[config.mk]
export PLATFORM = sky130hd
export DESIGN_NAME = websocket_frame_deframer_flat
export DESIGN_NICKNAME = d
export VERILOG_FILES = /design/src/sv/wsd_pkg.sv /design/src/sv/wsd_if.sv /design/src/sv/websocket_frame_deframer.sv /design/src/sv/wsd_in_reg.sv /design/src/sv/wsd_parser.sv /design/src/sv/wsd_out_reg.sv /design/src/flat_wrapper.sv
export SDC_FILE = /design/constraint.sdc
export NUM_CORES = 1
export LEC_CHECK = 0
export ABC_AREA = 1
export BUFFER_PORTS_ARGS = -buffer_cell sky130_fd_sc_hd__clkbuf_2
export CAP_MARGIN = 20
export CORE_ASPECT_RATIO = 1.2
export CORE_MARGIN = 3
export CORE_UTILIZATION = 38
export DETAILED_ROUTE_END_ITERATION = 8
export GPL_TIMING_DRIVEN = 0
export PLACE_DENSITY_LB_ADDON = 0.3
export SLEW_MARGIN = 30
export SYNTH_ARGS = -nofsm -noshare
export SYNTH_HDL_FRONTEND = slang
export SYNTH_SLANG_ARGS = --single-unit
export TNS_END_PERCENT = 5
[constraint.sdc]
create_clock -name clk_i -period 5.94 [get_ports clk_i]
set_clock_uncertainty 0.2 [all_clocks]
set_input_delay 1.188 -clock clk_i [delete_from_list [all_inputs] [get_ports clk_i]]
set_output_delay 1.188 -clock clk_i [all_outputs]
set_load 0.01 [all_outputs]
[src/sv/wsd_pkg.sv]
// ----------------------------------------------------------------------------
// wsd_pkg
// Types and constants shared by the WebSocket frame deframer modules.
// ----------------------------------------------------------------------------
package wsd_pkg;

  typedef enum logic [2:0] {
    PH_HDR0 = 3'd0,
    PH_HDR1 = 3'd1,
    PH_EXT  = 3'd2,
    PH_KEY  = 3'd3,
    PH_DATA = 3'd4
  } phase_e;

  localparam logic [7:0] FinMask    = 8'h80;
  localparam logic [7:0] OpcodeMask = 8'h0F;
  localparam logic [7:0] LenMask    = 8'h7F;
  localparam logic [6:0] LenCode16  = 7'd126;
  localparam logic [6:0] LenCode64  = 7'd127;

  // Extended length and key byte counts, minus one.
  localparam logic [2:0] Ext16Count = 3'd1;
  localparam logic [2:0] Ext64Count = 3'd7;
  localparam logic [2:0] KeyCount   = 3'd3;

  typedef struct packed {
    logic [7:0]  payload_byte;
    logic        frame_fin;
    logic [3:0]  frame_opcode;
    logic [63:0] frame_length;
    logic        no_payload;
    logic        last_of_frame;
  } result_t;

endpackage

[src/sv/wsd_if.sv]
// ----------------------------------------------------------------------------
// wsd_rx_if / wsd_res_if
// Valid/ready channels for stream bytes and for deframed result items.
// ----------------------------------------------------------------------------
interface wsd_rx_if;
  logic       valid;
  logic       ready;
  logic [7:0] rx_byte;

  modport source(output valid, output rx_byte, input ready);
  modport sink(input valid, input rx_byte, output ready);
endinterface

interface wsd_res_if;
  logic        valid;
  logic        ready;
  logic [7:0]  payload_byte;
  logic        frame_fin;
  logic [3:0]  frame_opcode;
  logic [63:0] frame_length;
  logic        no_payload;
  logic        last_of_frame;

  modport source(output valid, output payload_byte, output frame_fin, output frame_opcode,
                 output frame_length, output no_payload, output last_of_frame, input ready);
  modport sink(input valid, input payload_byte, input frame_fin, input frame_opcode,
               input frame_length, input no_payload, input last_of_frame, output ready);
endinterface

[src/sv/websocket_frame_deframer.sv]
// ----------------------------------------------------------------------------
// websocket_frame_deframer
// Receive-side WebSocket frame parser: header decode and payload unmasking.
// ----------------------------------------------------------------------------
// The deframer takes one stream byte per clock and, while the consumer keeps
// up, sustains that rate indefinitely. Each byte passes an input register,
// then the header state machine and unmasking logic, then a result register,
// from which each result is offered to the consumer. Header bytes
// produce nothing, except that the byte completing the header of a zero-length
// frame produces one result flagged no_payload. The input side stalls only
// while the result register holds an item the consumer has not taken.
module websocket_frame_deframer (
  input  logic       clk_i,
  input  logic       rst_ni,
  wsd_rx_if.sink     rx_i,
  wsd_res_if.source  res_o
);

  logic             in_valid;
  logic [7:0]       in_byte;
  logic             out_free;
  logic             fire;
  logic             res_valid;
  wsd_pkg::result_t result;

  assign fire = in_valid && out_free;

  wsd_in_reg u_in_reg (
    .clk_i   (clk_i),
    .rst_ni  (rst_ni),
    .rx_i    (rx_i),
    .take_i  (fire),
    .valid_o (in_valid),
    .byte_o  (in_byte)
  );

  wsd_parser u_parser (
    .clk_i       (clk_i),
    .rst_ni      (rst_ni),
    .fire_i      (fire),
    .byte_i      (in_byte),
    .res_valid_o (res_valid),
    .result_o    (result)
  );

  wsd_out_reg u_out_reg (
    .clk_i    (clk_i),
    .rst_ni   (rst_ni),
    .load_i   (res_valid),
    .result_i (result),
    .free_o   (out_free),
    .res_o    (res_o)
  );

endmodule

[src/sv/wsd_in_reg.sv]
// ----------------------------------------------------------------------------
// wsd_in_reg
// Input register: holds one received byte until the parser takes it.
// ----------------------------------------------------------------------------
module wsd_in_reg (
  input  logic       clk_i,
  input  logic       rst_ni,
  wsd_rx_if.sink     rx_i,
  input  logic       take_i,
  output logic       valid_o,
  output logic [7:0] byte_o
);

  logic       valid_q, valid_d;
  logic [7:0] byte_q;
  logic       load;

  // The register refills in the same cycle that its content moves on.
  assign rx_i.ready = !valid_q || take_i;
  assign load       = rx_i.valid && rx_i.ready;

  always_comb begin
    valid_d = valid_q;
    if (load) begin
      valid_d = 1'b1;
    end else if (take_i) begin
      valid_d = 1'b0;
    end
  end

  always_ff @(posedge clk_i or negedge rst_ni) begin
    if (!rst_ni) begin
      valid_q <= 1'b0;
    end else begin
      valid_q <= valid_d;
    end
  end

  always_ff @(posedge clk_i) begin
    if (load) begin
      byte_q <= rx_i.rx_byte;
    end
  end

  assign valid_o = valid_q;
  assign byte_o  = byte_q;

endmodule

[src/sv/wsd_parser.sv]
// ----------------------------------------------------------------------------
// wsd_parser
// Frame header state machine and payload unmasking, one byte per transfer.
// ----------------------------------------------------------------------------
module wsd_parser (
  input  logic             clk_i,
  input  logic             rst_ni,
  input  logic             fire_i,
  input  logic [7:0]       byte_i,
  output logic             res_valid_o,
  output wsd_pkg::result_t result_o
);

  wsd_pkg::phase_e phase_q, phase_d;
  logic        fin_q, fin_d;
  logic [3:0]  opcode_q, opcode_d;
  logic        masked_q, masked_d;
  logic [63:0] length_q, length_d;
  logic [2:0]  count_q, count_d;
  logic [31:0] key_q, key_d;
  logic [63:0] remain_q, remain_d;
  logic [1:0]  key_idx_q, key_idx_d;

  logic [6:0]  code;
  logic [63:0] remain_dec;
  logic [7:0]  key_byte;
  logic        hdr_done;   // header just completed on this byte
  logic        len_done;   // length just completed on this byte

  assign code       = byte_i[6:0] & wsd_pkg::LenMask[6:0];
  assign remain_dec = remain_q - 64'd1;

  always_comb begin
    unique case (key_idx_q)
      2'd0:    key_byte = key_q[31:24];
      2'd1:    key_byte = key_q[23:16];
      2'd2:    key_byte = key_q[15:8];
      default: key_byte = key_q[7:0];
    endcase
    if (!masked_q) begin
      key_byte = 8'h00;
    end
  end

  // Next state.
  always_comb begin
    phase_d   = phase_q;
    fin_d     = fin_q;
    opcode_d  = opcode_q;
    masked_d  = masked_q;
    length_d  = length_q;
    count_d   = count_q;
    key_d     = key_q;
    remain_d  = remain_q;
    key_idx_d = key_idx_q;
    len_done  = 1'b0;
    hdr_done  = 1'b0;

    unique case (phase_q)
      wsd_pkg::PH_HDR1: begin
        masked_d = byte_i[7];
        if (code == wsd_pkg::LenCode16 || code == wsd_pkg::LenCode64) begin
          length_d = 64'd0;
          count_d  = (code == wsd_pkg::LenCode16) ? wsd_pkg::Ext16Count
                                                  : wsd_pkg::Ext64Count;
          phase_d  = wsd_pkg::PH_EXT;
        end else begin
          length_d = {57'd0, code};
          len_done = 1'b1;
        end
      end
      wsd_pkg::PH_EXT: begin
        length_d = {length_q[55:0], byte_i};
        if (count_q == 3'd0) begin
          len_done = 1'b1;
        end else begin
          count_d = count_q - 3'd1;
        end
      end
      wsd_pkg::PH_KEY: begin
        key_d = {key_q[23:0], byte_i};
        if (count_q == 3'd0) begin
          hdr_done = 1'b1;
        end else begin
          count_d = count_q - 3'd1;
        end
      end
      wsd_pkg::PH_DATA: begin
        key_idx_d = key_idx_q + 2'd1;
        remain_d  = remain_dec;
        if (remain_dec == 64'd0) begin
          phase_d = wsd_pkg::PH_HDR0;
        end
      end
      default: begin
        fin_d    = byte_i[7];
        opcode_d = byte_i[3:0] & wsd_pkg::OpcodeMask[3:0];
        phase_d  = wsd_pkg::PH_HDR1;
      end
    endcase

    // Without a mask the header ends with the length.
    if (len_done) begin
      if (masked_d) begin
        count_d = wsd_pkg::KeyCount;
        phase_d = wsd_pkg::PH_KEY;
      end else begin
        hdr_done = 1'b1;
      end
    end

    if (hdr_done) begin
      if (length_d == 64'd0) begin
        phase_d = wsd_pkg::PH_HDR0;
      end else begin
        remain_d  = length_d;
        key_idx_d = 2'd0;
        phase_d   = wsd_pkg::PH_DATA;
      end
    end
  end

  // Outputs: a payload byte, or the single marker of an empty frame.
  always_comb begin
    result_o.payload_byte  = 8'h00;
    result_o.frame_fin     = fin_q;
    result_o.frame_opcode  = opcode_q;
    result_o.frame_length  = length_d;
    result_o.no_payload    = 1'b0;
    result_o.last_of_frame = 1'b0;
    res_valid_o            = 1'b0;
    if (phase_q == wsd_pkg::PH_DATA) begin
      result_o.payload_byte  = byte_i ^ key_byte;
      result_o.last_of_frame = (remain_dec == 64'd0);
      res_valid_o            = fire_i;
    end else if (hdr_done && length_d == 64'd0) begin
      result_o.no_payload    = 1'b1;
      result_o.last_of_frame = 1'b1;
      res_valid_o            = fire_i;
    end
  end

  always_ff @(posedge clk_i or negedge rst_ni) begin
    if (!rst_ni) begin
      phase_q   <= wsd_pkg::PH_HDR0;
      fin_q     <= 1'b0;
      opcode_q  <= 4'd0;
      masked_q  <= 1'b0;
      length_q  <= 64'd0;
      count_q   <= 3'd0;
      key_q     <= 32'd0;
      remain_q  <= 64'd0;
      key_idx_q <= 2'd0;
    end else if (fire_i) begin
      phase_q   <= phase_d;
      fin_q     <= fin_d;
      opcode_q  <= opcode_d;
      masked_q  <= masked_d;
      length_q  <= length_d;
      count_q   <= count_d;
      key_q     <= key_d;
      remain_q  <= remain_d;
      key_idx_q <= key_idx_d;
    end
  end

endmodule

[src/sv/wsd_out_reg.sv]
// ----------------------------------------------------------------------------
// wsd_out_reg
// Result register: holds one deframed item until the consumer takes it.
// ----------------------------------------------------------------------------
module wsd_out_reg (
  input  logic             clk_i,
  input  logic             rst_ni,
  input  logic             load_i,
  input  wsd_pkg::result_t result_i,
  output logic             free_o,
  wsd_res_if.source        res_o
);

  logic             valid_q, valid_d;
  wsd_pkg::result_t data_q;

  assign free_o = !valid_q || res_o.ready;

  always_comb begin
    valid_d = valid_q;
    if (load_i) begin
      valid_d = 1'b1;
    end else if (res_o.ready) begin
      valid_d = 1'b0;
    end
  end

  always_ff @(posedge clk_i or negedge rst_ni) begin
    if (!rst_ni) begin
      valid_q <= 1'b0;
    end else begin
      valid_q <= valid_d;
    end
  end

  always_ff @(posedge clk_i) begin
    if (load_i) begin
      data_q <= result_i;
    end
  end

  assign res_o.valid         = valid_q;
  assign res_o.payload_byte  = data_q.payload_byte;
  assign res_o.frame_fin     = data_q.frame_fin;
  assign res_o.frame_opcode  = data_q.frame_opcode;
  assign res_o.frame_length  = data_q.frame_length;
  assign res_o.no_payload    = data_q.no_payload;
  assign res_o.last_of_frame = data_q.last_of_frame;

endmodule

[src/flat_wrapper.sv]
// flat-port wrapper written by rule: the top's interface ports become plain ports
module websocket_frame_deframer_flat 
  (clk_i, rst_ni, rx_i_valid, rx_i_rx_byte, rx_i_ready, res_o_valid, res_o_payload_byte, res_o_frame_fin, res_o_frame_opcode, res_o_frame_length, res_o_no_payload, res_o_last_of_frame, res_o_ready);
  wsd_rx_if rx_i_i ();
  wsd_res_if res_o_i ();
  input  logic clk_i;
  input  logic rst_ni;
  input wire logic [$bits(rx_i_i.valid)-1:0] rx_i_valid;
  input wire logic [$bits(rx_i_i.rx_byte)-1:0] rx_i_rx_byte;
  output wire logic [$bits(rx_i_i.ready)-1:0] rx_i_ready;
  output wire logic [$bits(res_o_i.valid)-1:0] res_o_valid;
  output wire logic [$bits(res_o_i.payload_byte)-1:0] res_o_payload_byte;
  output wire logic [$bits(res_o_i.frame_fin)-1:0] res_o_frame_fin;
  output wire logic [$bits(res_o_i.frame_opcode)-1:0] res_o_frame_opcode;
  output wire logic [$bits(res_o_i.frame_length)-1:0] res_o_frame_length;
  output wire logic [$bits(res_o_i.no_payload)-1:0] res_o_no_payload;
  output wire logic [$bits(res_o_i.last_of_frame)-1:0] res_o_last_of_frame;
  input wire logic [$bits(res_o_i.ready)-1:0] res_o_ready;
  assign rx_i_i.valid = rx_i_valid;
  assign rx_i_i.rx_byte = rx_i_rx_byte;
  assign rx_i_ready = rx_i_i.ready;
  assign res_o_valid = res_o_i.valid;
  assign res_o_payload_byte = res_o_i.payload_byte;
  assign res_o_frame_fin = res_o_i.frame_fin;
  assign res_o_frame_opcode = res_o_i.frame_opcode;
  assign res_o_frame_length = res_o_i.frame_length;
  assign res_o_no_payload = res_o_i.no_payload;
  assign res_o_last_of_frame = res_o_i.last_of_frame;
  assign res_o_i.ready = res_o_ready;
  websocket_frame_deframer u_core (.clk_i(clk_i), .rst_ni(rst_ni), .rx_i(rx_i_i), .res_o(res_o_i));
endmodule
* After elaboration in Yosys (flattened, before gate mapping)
Index checks and enable logic that the tools add are counted.
** Word-level totals
- Logic and storage cells :: 87
- Input bits :: 12
- Register bits :: 263
- Output and inout bits :: 81
** Cells by class
- Bitwise gates (word level) :: 2
- Equal/unequal tests :: 8
- Multiplexer cells :: 38
- Add/sub/neg operators :: 3
- Reduce and logical (&&, ||, !) cells :: 18
** Operator list (number)
- $mux 64 :: 3
- $logic_not 64->1 :: 2
- $pmux 64 s2 :: 1
- $sub 64x1->64 const B :: 1
- $mux 3 :: 11
- $pmux 8 s3 :: 1
- $eq 7x7->1 const B :: 2
- $mux 1 :: 13
- $pmux 3 s3 :: 1
- $mux 2 :: 4
- $mux 8 :: 1
- $xor 8x8->8 :: 1
- $mux 7 :: 1
- $eq 3x2->1 const B :: 2
- $pmux 3 s2 :: 1
- $reduce_and 2->1 :: 2
- $reduce_bool 2->1 :: 2
- $reduce_or 4->1 :: 1
- $eq 3x1->1 const B :: 1
- $eq 3x3->1 const B :: 1
- $logic_and 1x1->1 :: 3
- $logic_not 3->1 :: 1
- $logic_or 1x1->1 :: 3
- $sub 3x1->3 const B :: 1
- 8 further kinds :: 9

* Logic depth before layout (Yosys ltp)
Gate-level depths: netlist (run 1).
- Depth after elaboration :: 9
- Mapped depth :: 20
- Depth with buffers taken out :: 18

* Hierarchy
Synthesis (run 1) repeated with hierarchy kept, for this count alone.
** Unflattened totals
- Cells, all modules :: 2086
- Area total of the unflattened synthesis :: 15249.6 um^2
** Modules (own cells, without submodules)
- wsd_parser :: times used 1, cells an instance 1986, area each 12539.5 um^2, sequential area each 4354.2 um^2
- wsd_out_reg :: times used 1, cells an instance 84, area each 2417.3 um^2, sequential area each 2397.3 um^2
- wsd_in_reg :: times used 1, cells an instance 14, area each 285.3 um^2, sequential area each 265.3 um^2
- websocket_frame_deframer :: times used 1, cells an instance 2, area each 7.5 um^2, sequential area each 0.0 um^2

* Worst setup path before layout (run 1)
Ideal clock, no wire load.
- Path kind :: input -> register
- Start point :: in res_o_ready
- End point :: reg u_core.u_out_reg.data_q, in the netlist u_core.u_out_reg.res_o.frame_fin (enable)
- Required time :: 5.300 ns
- Buffers on the path :: 2
- Setup slack :: 1.373 ns
- Arrival :: 3.928 ns
- Stages :: 8
- Library setup time :: 0.440 ns
- Path through :: inv_1 -> nand2_1 -> nand2_1 -> inv_1 -> clkbuf_1 -> buf_1 -> nand2_1 -> nand2_1
** Between the ends
- Cells in the longest elaborated chain, start to end :: 4
** RTL lines
- from (decl) :: line flat_wrapper.sv:18 : input wire logic [$bits(res_o_i.ready)-1:0] res_o_ready;
- $logic_or 1x1->1 (*) :: line wsd_out_reg.sv:17 : assign free_o = !valid_q || res_o.ready;
- $logic_and 1x1->1 (*) :: line websocket_frame_deframer.sv:26 : assign fire = in_valid && out_free;
- $mux 1 :: line wsd_parser.sv:136 : end else if (hdr_done && length_d == 64'd0) begin
- $mux 1 (*) :: line wsd_parser.sv:132 : if (phase_q == wsd_pkg::PH_DATA) begin
- via u_core.res_valid :: line websocket_frame_deframer.sv:23 : logic res_valid;
- to (signal assigned) :: line wsd_out_reg.sv:38 : data_q <= result_i;
- to (decl) :: line wsd_out_reg.sv:15 : wsd_pkg::result_t data_q;
The timed path passes the listed nets; every way through them passes the cells marked *.
A chain may end at the register's enable or synchronous reset.

==> Flow_metrics.wiki, run 1 <==
{| class="wikitable"
! Metric !! Value
|-
| Run status || complete, no violations
|-
| Cell Area, Placed || 16300 um^2
|-
| Main synth FF type || sky130_fd_sc_hd__dfrtp_1
|-
| Yosys top cell area share || 29.3%
|-
| Most frequent standard cell in the layout excluding fill and tap cells || sky130_fd_sc_hd__nand2_1
|-
| Nets@finish || 2283
|-
| Power per Cell Area || 550 nW/um^2
|-
| Final setup violation count || 0
|-
| CTS tree || done
|-
| Full die area || 42000 um^2
|-
| Source of the worst register-to-register timing path || u_core.u_parser.phase_q[2]
|-
| Post-layout power || 0.00947 W
|-
| Drt total wl || 53.5 mm
|-
| Kind of end point of the critical path || flop
|-
| Utilization after layout || 44.2%
|-
| Worst EP required || 5980 ps
|-
| Port Buffers || 92
|-
| Total overflow reported by the global router || 0
|-
| Final std cell area, no fill || 17200 um^2
|-
| Post-synthesis register bit count || 263
|-
| Worst max-slew margin expressed relative to the limit || 36.4%
|-
| Final cell count without fillers || 2811
|-
| Reg2reg path depth || 16
|-
| Total core area || 38900 um^2
|-
| Netlist Area Pre-Place || 15000 um^2
|-
| Final hold violations || 0
|-
| Clock latency reported for the late side of the worst-skew pair || 560 ps
|-
| Max IR drop VDD || 0.000311 V
|-
| Worst hold slack after final layout || 257 ps
|-
| Worst-path clk slew || 70 ps
|-
| Cell total after placement || 2759
|-
| Actual transition at the worst max-transition pin || 951 ps
|-
| Ys async rst share || 66.9%
|-
| Y dimension of the die || 224 um
|-
| Global-route wire length before repair || 81.7 mm
|-
| Clock sinks || 263
|-
| Die X || 188 um
|-
| Post-synthesis sequential area ratio || 46.7%
|-
| Max frequency || 232 MHz
|-
| Timing startpoint of the critical path || u_core.u_parser.phase_q[2]
|-
| Critical path peak fanout || 50
|-
| Dominant cells by area after synthesis || sky130_fd_sc_hd__dfrtp_1 29%, sky130_fd_sc_hd__nand2_1 19%, sky130_fd_sc_hd__edfxtp_1 17%, sky130_fd_sc_hd__o21ai_0 6.9%, sky130_fd_sc_hd__nor2_1 6.5%
|-
| Layout Area Growth over Synthesis || 14.4%
|-
| Remaining design rule violation count || 0
|-
| Critical Path AT || 4360 ps
|-
| Post-CTS Setup Inserts || 0
|-
| Post-cts gate resize count || 0
|-
| Hold path startpoint || u_core.u_parser.opcode_q[1]
|-
| Final estimated routing congestion in global placement || 0.993
|-
| Root cell of the clock tree || sky130_fd_sc_hd__clkbuf_16
|-
| Via-per-instance ratio || 5.27
|-
| Pre-Repair DR Iteration Count || 8
|-
| Count of fill cells added during filler insertion || 4097
|-
| Clock Path Buffers || 3
|-
| RSZ-0062 raised after global routing || false
|-
| Number of enable-type register cells in the synthesized netlist || 87
|-
| Pin count of the biggest net entering global routing || 63
|-
| Number of instances in the synthesized netlist || 2138
|-
| Lkg Pwr || 8.01 nW
|-
| N_diodes || 0
|-
| Kind of launch point of the worst setup path || flop
|-
| Fraction of layout cells with a size suffix above 1 || 7.96%
|-
| Count of nets left with antenna violations after detail routing || 0
|-
| Class of the most critical hold timing path || reg -> reg
|-
| Initial Util || 38.6%
|-
| Antenna violations before repair || 0
|-
| Number of top-level pins || 93
|-
| DR WL/cell || 19.0 um
|-
| Hold Path Cell Cnt || 0
|-
| H-tree depth || 1
|-
| First-iteration detailed-routing DRC count || 1617
|-
| Number of synthesis warnings || 0
|-
| Number of rows created at floorplan || 79
|-
| Most frequent cells in the layout || 743 x sky130_fd_sc_hd__nand2_1, 262 x sky130_fd_sc_hd__nor2_1, 248 x sky130_fd_sc_hd__inv_1, 204 x sky130_fd_sc_hd__o21ai_0, 185 x sky130_fd_sc_hd__nand3_1
|-
| Distinct cell type count after synthesis || 35
|-
| Number of nets in the synthesized netlist || 2158
|-
| Min Tclk post-route || 4320 ps
|-
| Via count of the first global-routing pass || 14.0k
|-
| Max-slew violation total from the final report || 0
|-
| Average cell area after synthesis || 7.03 um^2
|-
| Critical setup path kind || reg -> reg
|-
| CTS Buf Count || 28
|-
| Total GRT Usage || 24.9%
|-
| Max_cap viols || 0
|-
| Share of the clock period used by the worst path || 72.7%
|-
| Dpl hpwl || 40.9 mm
|-
| Yosys top cell by area || sky130_fd_sc_hd__dfrtp_1
|-
| Number of vias in the routed layout || 14.8k
|-
| Count of hold-fix buffers inserted at cts || 0
|}
final timing paths:
path                                                            to  slack (ps)
min in group asynchronous              u_core.u_parser.remain_q[6]         400
setup / recovery           u_core.u_out_reg.res_o.frame_length[57]        1620
hold / removal              u_core.u_out_reg.res_o.frame_opcode[1]         260
setup reg to reg           u_core.u_out_reg.res_o.frame_length[57]        1620
hold reg to reg             u_core.u_out_reg.res_o.frame_opcode[1]         260
max in group asynchronous             u_core.u_parser.length_q[55]        4410
cells in the mapped netlist (8+ instances only):
| cell type | instances |
|---|---|
| sky130_fd_sc_hd__nand3_1 | 185 |
| sky130_fd_sc_hd__edfxtp_1 | 87 |
| sky130_fd_sc_hd__buf_6 | 10 |
| sky130_fd_sc_hd__a21oi_1 | 28 |
| sky130_fd_sc_hd__buf_1 | 12 |
| sky130_fd_sc_hd__ha_1 | 8 |
| sky130_fd_sc_hd__nand2_1 | 744 |
| sky130_fd_sc_hd__o21ai_0 | 206 |
| sky130_fd_sc_hd__nor2_1 | 262 |
| sky130_fd_sc_hd__buf_2 | 13 |
| sky130_fd_sc_hd__clkbuf_1 | 47 |
| sky130_fd_sc_hd__o22ai_1 | 15 |
| sky130_fd_sc_hd__inv_1 | 248 |
| sky130_fd_sc_hd__a31oi_1 | 9 |
| sky130_fd_sc_hd__o21ai_1 | 32 |
| sky130_fd_sc_hd__dfrtp_1 | 176 |
worst max-delay path: stages (launching register included):
cell and delay, ps:
sky130_fd_sc_hd__dfrtp_1 440, sky130_fd_sc_hd__inv_2 110, sky130_fd_sc_hd__nand3_2 220, sky130_fd_sc_hd__nand2_1 160
sky130_fd_sc_hd__buf_2 260, sky130_fd_sc_hd__o21ai_0 370, sky130_fd_sc_hd__nor2_1 200, sky130_fd_sc_hd__nand2_1 100
sky130_fd_sc_hd__nor2_1 100, sky130_fd_sc_hd__nand2_1 60, sky130_fd_sc_hd__nor2_1 240, sky130_fd_sc_hd__nand3_2 200
sky130_fd_sc_hd__buf_4 230, sky130_fd_sc_hd__nor2_2 200, sky130_fd_sc_hd__nand2_1 140, sky130_fd_sc_hd__nand2_4 410
sky130_fd_sc_hd__buf_16 290
registers in the layout, summed over array words and instances, names as in the netlist:
| register | count |
|---|---|
| u_core.u_out_reg.res_o.frame_length | 64 |
| u_core.u_parser.length_q | 64 |
| u_core.u_parser.remain_q | 64 |
| u_core.u_parser.key_q | 32 |
| u_core.u_in_reg.byte_o | 8 |
| u_core.u_out_reg.res_o.payload_byte | 8 |
| u_core.u_out_reg.res_o.frame_opcode | 4 |
| u_core.u_parser.opcode_q | 4 |
| u_core.u_parser.count_q | 3 |
| u_core.u_parser.phase_q | 3 |
| u_core.u_parser.key_idx_q | 2 |
| u_core.u_in_reg.valid_o | 1 |
| u_core.u_out_reg.res_o.frame_fin | 1 |
| u_core.u_out_reg.res_o.last_of_frame | 1 |
| u_core.u_out_reg.res_o.no_payload | 1 |
| u_core.u_out_reg.res_o.valid | 1 |
| u_core.u_parser.fin_q | 1 |
| u_core.u_parser.masked_q | 1 |
metrics by stage:
step	TNS [ps]	setup WS, ps
4_1_cts	0	1640
2_1_floorplan	0	1370
3_5_place_dp	0	1300
6_report	0	1620
5_1_grt	0	1410
3_3_place_gp	-46040	-435
cell type report:
cell class	count	area [um^2]	share of cell area [%]
clock buffers	37	766	4.45
clock inverters	15	170	0.989
repair buffers	95	552	3.21
plain buffers	86	429	2.50
inverters	252	948	5.51
well taps	526	658	3.83
flip-flops and latches	263	7020	40.8
multi-input cells	1537	6660	38.7
logic make-up (layout without fill, tap and decap cells):
group / after synthesis / after routing / synth area share [%]
AOI/OAI and AO/OA: 294 / 294 / 10.1
DFF: 263 / 263 / 46.7
and+or+nand+nor: 1222 / 1222 / 32.6
xor gates and xnor gates: 8 / 8 / 0.466
buffers and inverters: 338 / 485 / 9.16
adders and majority gates: 8 / 8 / 0.666
muxes: 5 / 5 / 0.358
routing by layer:
metal  share of wire (%)  up-vias  wire, um  track usage [%]
met3                 6.5      112      3500             2.91
met4                 3.9        0      2080             9.23
met2                  47      636     25300             41.2
met5                   0        -         0                0
li1                    -     7037         -                -
met1                  42     7026     22600             33.8
power breakdown:
part           internal [W]  switching [W]  leakage [nW]  total [W]
logic               0.00136        0.00318          4.48    0.00454
registers           0.00254       0.000572          3.07    0.00312
clock network       0.00104       0.000768         0.458    0.00181
total               0.00495        0.00452          8.01    0.00947
No activity file was read; power rests on OpenSTA's default activity.
==> run 2, diff against run 1 <==
- clock period: 5.94 -> 4.2 ns (I/O delays scaled with it)
==> run 2 against run 1 <==
Effect of this change:
- sequential cell count unchanged
- via count decreased by 0.88%
- utilization shrank 0.087 points
- highest routed layer unchanged
- count of clock-buffer cells in the layout fell by 2
==> Flow_metrics.wiki, run 2 (same netlist as run 1, synthesis figures left out) <==
{| class="wikitable"
! Metric !! Value
|-
| Min Tclk post-route || 4080 ps (-232 ps)
|-
| Switching Share || 48.5% (+0.83 points)
|-
| Worst EP required || 4220 ps (-1760 ps)
|-
| First-iteration detailed-routing DRC count || 1420 (-12%)
|-
| Number of rows created at floorplan || 79 (unchanged)
|-
| Count of nets left with antenna violations after detail routing || 0 (unchanged)
|-
| Pre-Repair DR Iteration Count || 8 (unchanged)
|-
| Via count of the first global-routing pass || 13.8k (-1.2%)
|-
| Max-slew violation total from the final report || 0 (unchanged)
|-
| Worst-path clk slew || 70 ps (about the same)
|-
| Kind of launch point of the worst setup path || flop
|-
| Relative contribution of combinational cells to total power || 48.6% (+0.7 points)
|-
| Drt total wl || 55.4 mm (+3.7%)
|-
| Remaining design rule violation count || 0 (unchanged)
|-
| CTS tree || done
|-
| Final estimated routing congestion in global placement || 0.954 (-3.9%)
|-
| Class of the most critical hold timing path || in -> async
|-
| Clock share of power || 18.4% (-0.7 points)
|-
| Final hold violations || 0 (unchanged)
|-
| Internal Power || 0.00687 W (+39%)
|-
| Clock sinks || 263 (unchanged)
|-
| Dpl hpwl || 42.2 mm (+3.2%)
|-
| Most frequent cells in the layout || 742 x sky130_fd_sc_hd__nand2_1, 261 x sky130_fd_sc_hd__nor2_1, 248 x sky130_fd_sc_hd__inv_1, 204 x sky130_fd_sc_hd__o21ai_0, 185 x sky130_fd_sc_hd__nand3_1
|-
| Initial Util || 38.6% (unchanged)
|-
| Max IR drop VDD || 0.000446 V (+43%)
|-
| Die X || 188 um (unchanged)
|-
| Pin count of the biggest net entering global routing || 80 (+27%)
|-
| Power per Cell Area || 778 nW/um^2 (+41%)
|-
| Run status || complete, no violations
|-
| Max_cap viols || 0 (unchanged)
|-
| Fraction of layout cells with a size suffix above 1 || 8.09% (+0.13 points)
|-
| Via-per-instance ratio || 5.22 (-0.92%)
|-
| Final setup violation count || 0 (unchanged)
|-
| Sequential fraction of design power || 33.1% (+0.2 points)
|-
| Share of the clock period used by the worst path || 97.2% (+25 points)
|-
| Lkg Pwr || 7.98 nW (-0.30%)
|-
| CTS Buf Count || 28 (unchanged)
|-
| Psw || 0.00648 W (+44%)
|-
| Clock latency reported for the late side of the worst-skew pair || 560 ps (about the same)
|-
| Final std cell area, no fill || 17200 um^2 (-0.20%)
|-
| Clock Path Buffers || 3 (unchanged)
|-
| Critical Path AT || 4100 ps (-260 ps)
|-
| Total core area || 38900 um^2 (unchanged)
|-
| Port Buffers || 92 (unchanged)
|-
| Total overflow reported by the global router || 0 (unchanged)
|-
| Final cell count without fillers || 2812 (+0.036%)
|-
| Kind of end point of the critical path || flop
|-
| RSZ-0062 raised after global routing || false
|-
| Number of top-level pins || 93 (unchanged)
|-
| Max frequency || 245 MHz (+5.7%)
|-
| Layout Area Growth over Synthesis || 14.1%
|-
| Global-route wire length before repair || 83.5 mm (+2.1%)
|-
| Cell Area, Placed || 16300 um^2 (about the same)
|-
| Cell total after placement || 2759 (unchanged)
|-
| Most frequent standard cell in the layout excluding fill and tap cells || sky130_fd_sc_hd__nand2_1
|-
| Critical path peak fanout || 40 (-20%)
|-
| Total GRT Usage || 25.7% (+0.83 points)
|-
| H-tree depth || 1 (unchanged)
|-
| Actual transition at the worst max-transition pin || 916 ps (-34.7 ps)
|-
| Number of vias in the routed layout || 14.7k (-0.88%)
|-
| Y dimension of the die || 224 um (unchanged)
|-
| Worst max-slew margin expressed relative to the limit || 38.3% (+1.9 points)
|-
| Antenna violations before repair || 0 (unchanged)
|-
| Nets@finish || 2284 (+0.044%)
|-
| DR WL/cell || 19.7 um (+3.6%)
|-
| Root cell of the clock tree || sky130_fd_sc_hd__clkbuf_16
|-
| Critical setup path kind || reg -> reg
|-
| N_diodes || 0 (unchanged)
|-
| Full die area || 42000 um^2 (unchanged)
|}
==> run 2: layout make-up <==
| cell class | count | area [um^2] |
|---|---|---|
| timing repair buffer | 95 | 532 |
| tap | 526 | 658 |
| fill | 4072 | 21800 |
| multi-input combinational | 1538 | 6690 |
| sequential | 263 | 7020 |
| clock buffer | 35 | 758 |
| inverter | 252 | 948 |
| buffer | 86 | 429 |
| clock inverter | 17 | 130 |
==> run 2: timing repair <==
item / in CTS / in global routing
setup endpoints to repair: 46 / 81
gates cloned: 0 / 1
setup buffers: 0 / 0
pin swaps: 0 / 1
resized for setup: 1 / 2
hold buffers: 0 / 0
==> run 2: worst paths after layout <==
check / start / to / cells after the start / slack, ps
max in group asynchronous: rst_ni / u_core.u_parser.length_q[47] / 3 / 2670
setup reg to reg: u_core.u_parser.phase_q[2] / u_core.u_out_reg.res_o.frame_length[51] / 16 / 120
hold / removal: rst_ni / u_core.u_parser.remain_q[11] / 1 / 40
setup / recovery: u_core.u_parser.phase_q[2] / u_core.u_out_reg.res_o.frame_length[51] / 16 / 120
hold reg to reg: u_core.u_parser.opcode_q[3] / u_core.u_out_reg.res_o.frame_opcode[3] / 0 / 260
min in group clk_i: rx_i_rx_byte[2] / u_core.u_in_reg.byte_o[2] / 1 / 260
==> run 2: metal layers <==
layer | routed length [um] | track usage [%] | up-vias
li1 | - | - | 7069
met1 | 23900 | 35.3 | 7000
met2 | 26600 | 43.6 | 540
met3 | 3230 | 2.10 | 71
met4 | 1640 | 7.94 | 0
met5 | 0 | 0 | -
==> run 2: power by group through the flow <==
stage	clock network, W	logic [W]	registers [W]
2_1_floorplan	0	0.00431	0.00417
3_3_place_gp	0	0.00631	0.00442
3_5_place_dp	0	0.00635	0.00442
4_1_cts	0.00249	0.00640	0.00438
5_1_grt	0.00259	0.00723	0.00450
6_report	0.00245	0.00649	0.00441
==> run 2: stage by stage <==
stage                     setup slack (ps)  hold slack, ps  utilization, %  setup TNS, ps  total power, W
after floorplan                        689             225               -              0         0.00849
after global placement               -1570             235            41.5        -344150          0.0107
after detailed placement             -58.6             242            41.7          -2850          0.0108
after CTS                             48.2            37.6            44.0              0          0.0133
after global routing                  4.29            64.4            44.1              0          0.0143
final                                  116            40.0            44.1              0          0.0134
==> run 2: worst max-delay path, stage by stage (launching register included) <==
cell and delay [ps]:
sky130_fd_sc_hd__dfrtp_1 440, sky130_fd_sc_hd__inv_2 100, sky130_fd_sc_hd__nand3_2 210, sky130_fd_sc_hd__nand2_1 150
sky130_fd_sc_hd__buf_4 220, sky130_fd_sc_hd__buf_6 180, sky130_fd_sc_hd__o21ai_1 240, sky130_fd_sc_hd__nor2_1 260
sky130_fd_sc_hd__nand2_1 90, sky130_fd_sc_hd__nor2_1 90, sky130_fd_sc_hd__nand2_1 60, sky130_fd_sc_hd__nor2_1 270
sky130_fd_sc_hd__nand3_2 160, sky130_fd_sc_hd__buf_4 210, sky130_fd_sc_hd__nor2_2 210, sky130_fd_sc_hd__nand2_2 220
sky130_fd_sc_hd__nand2_8 340
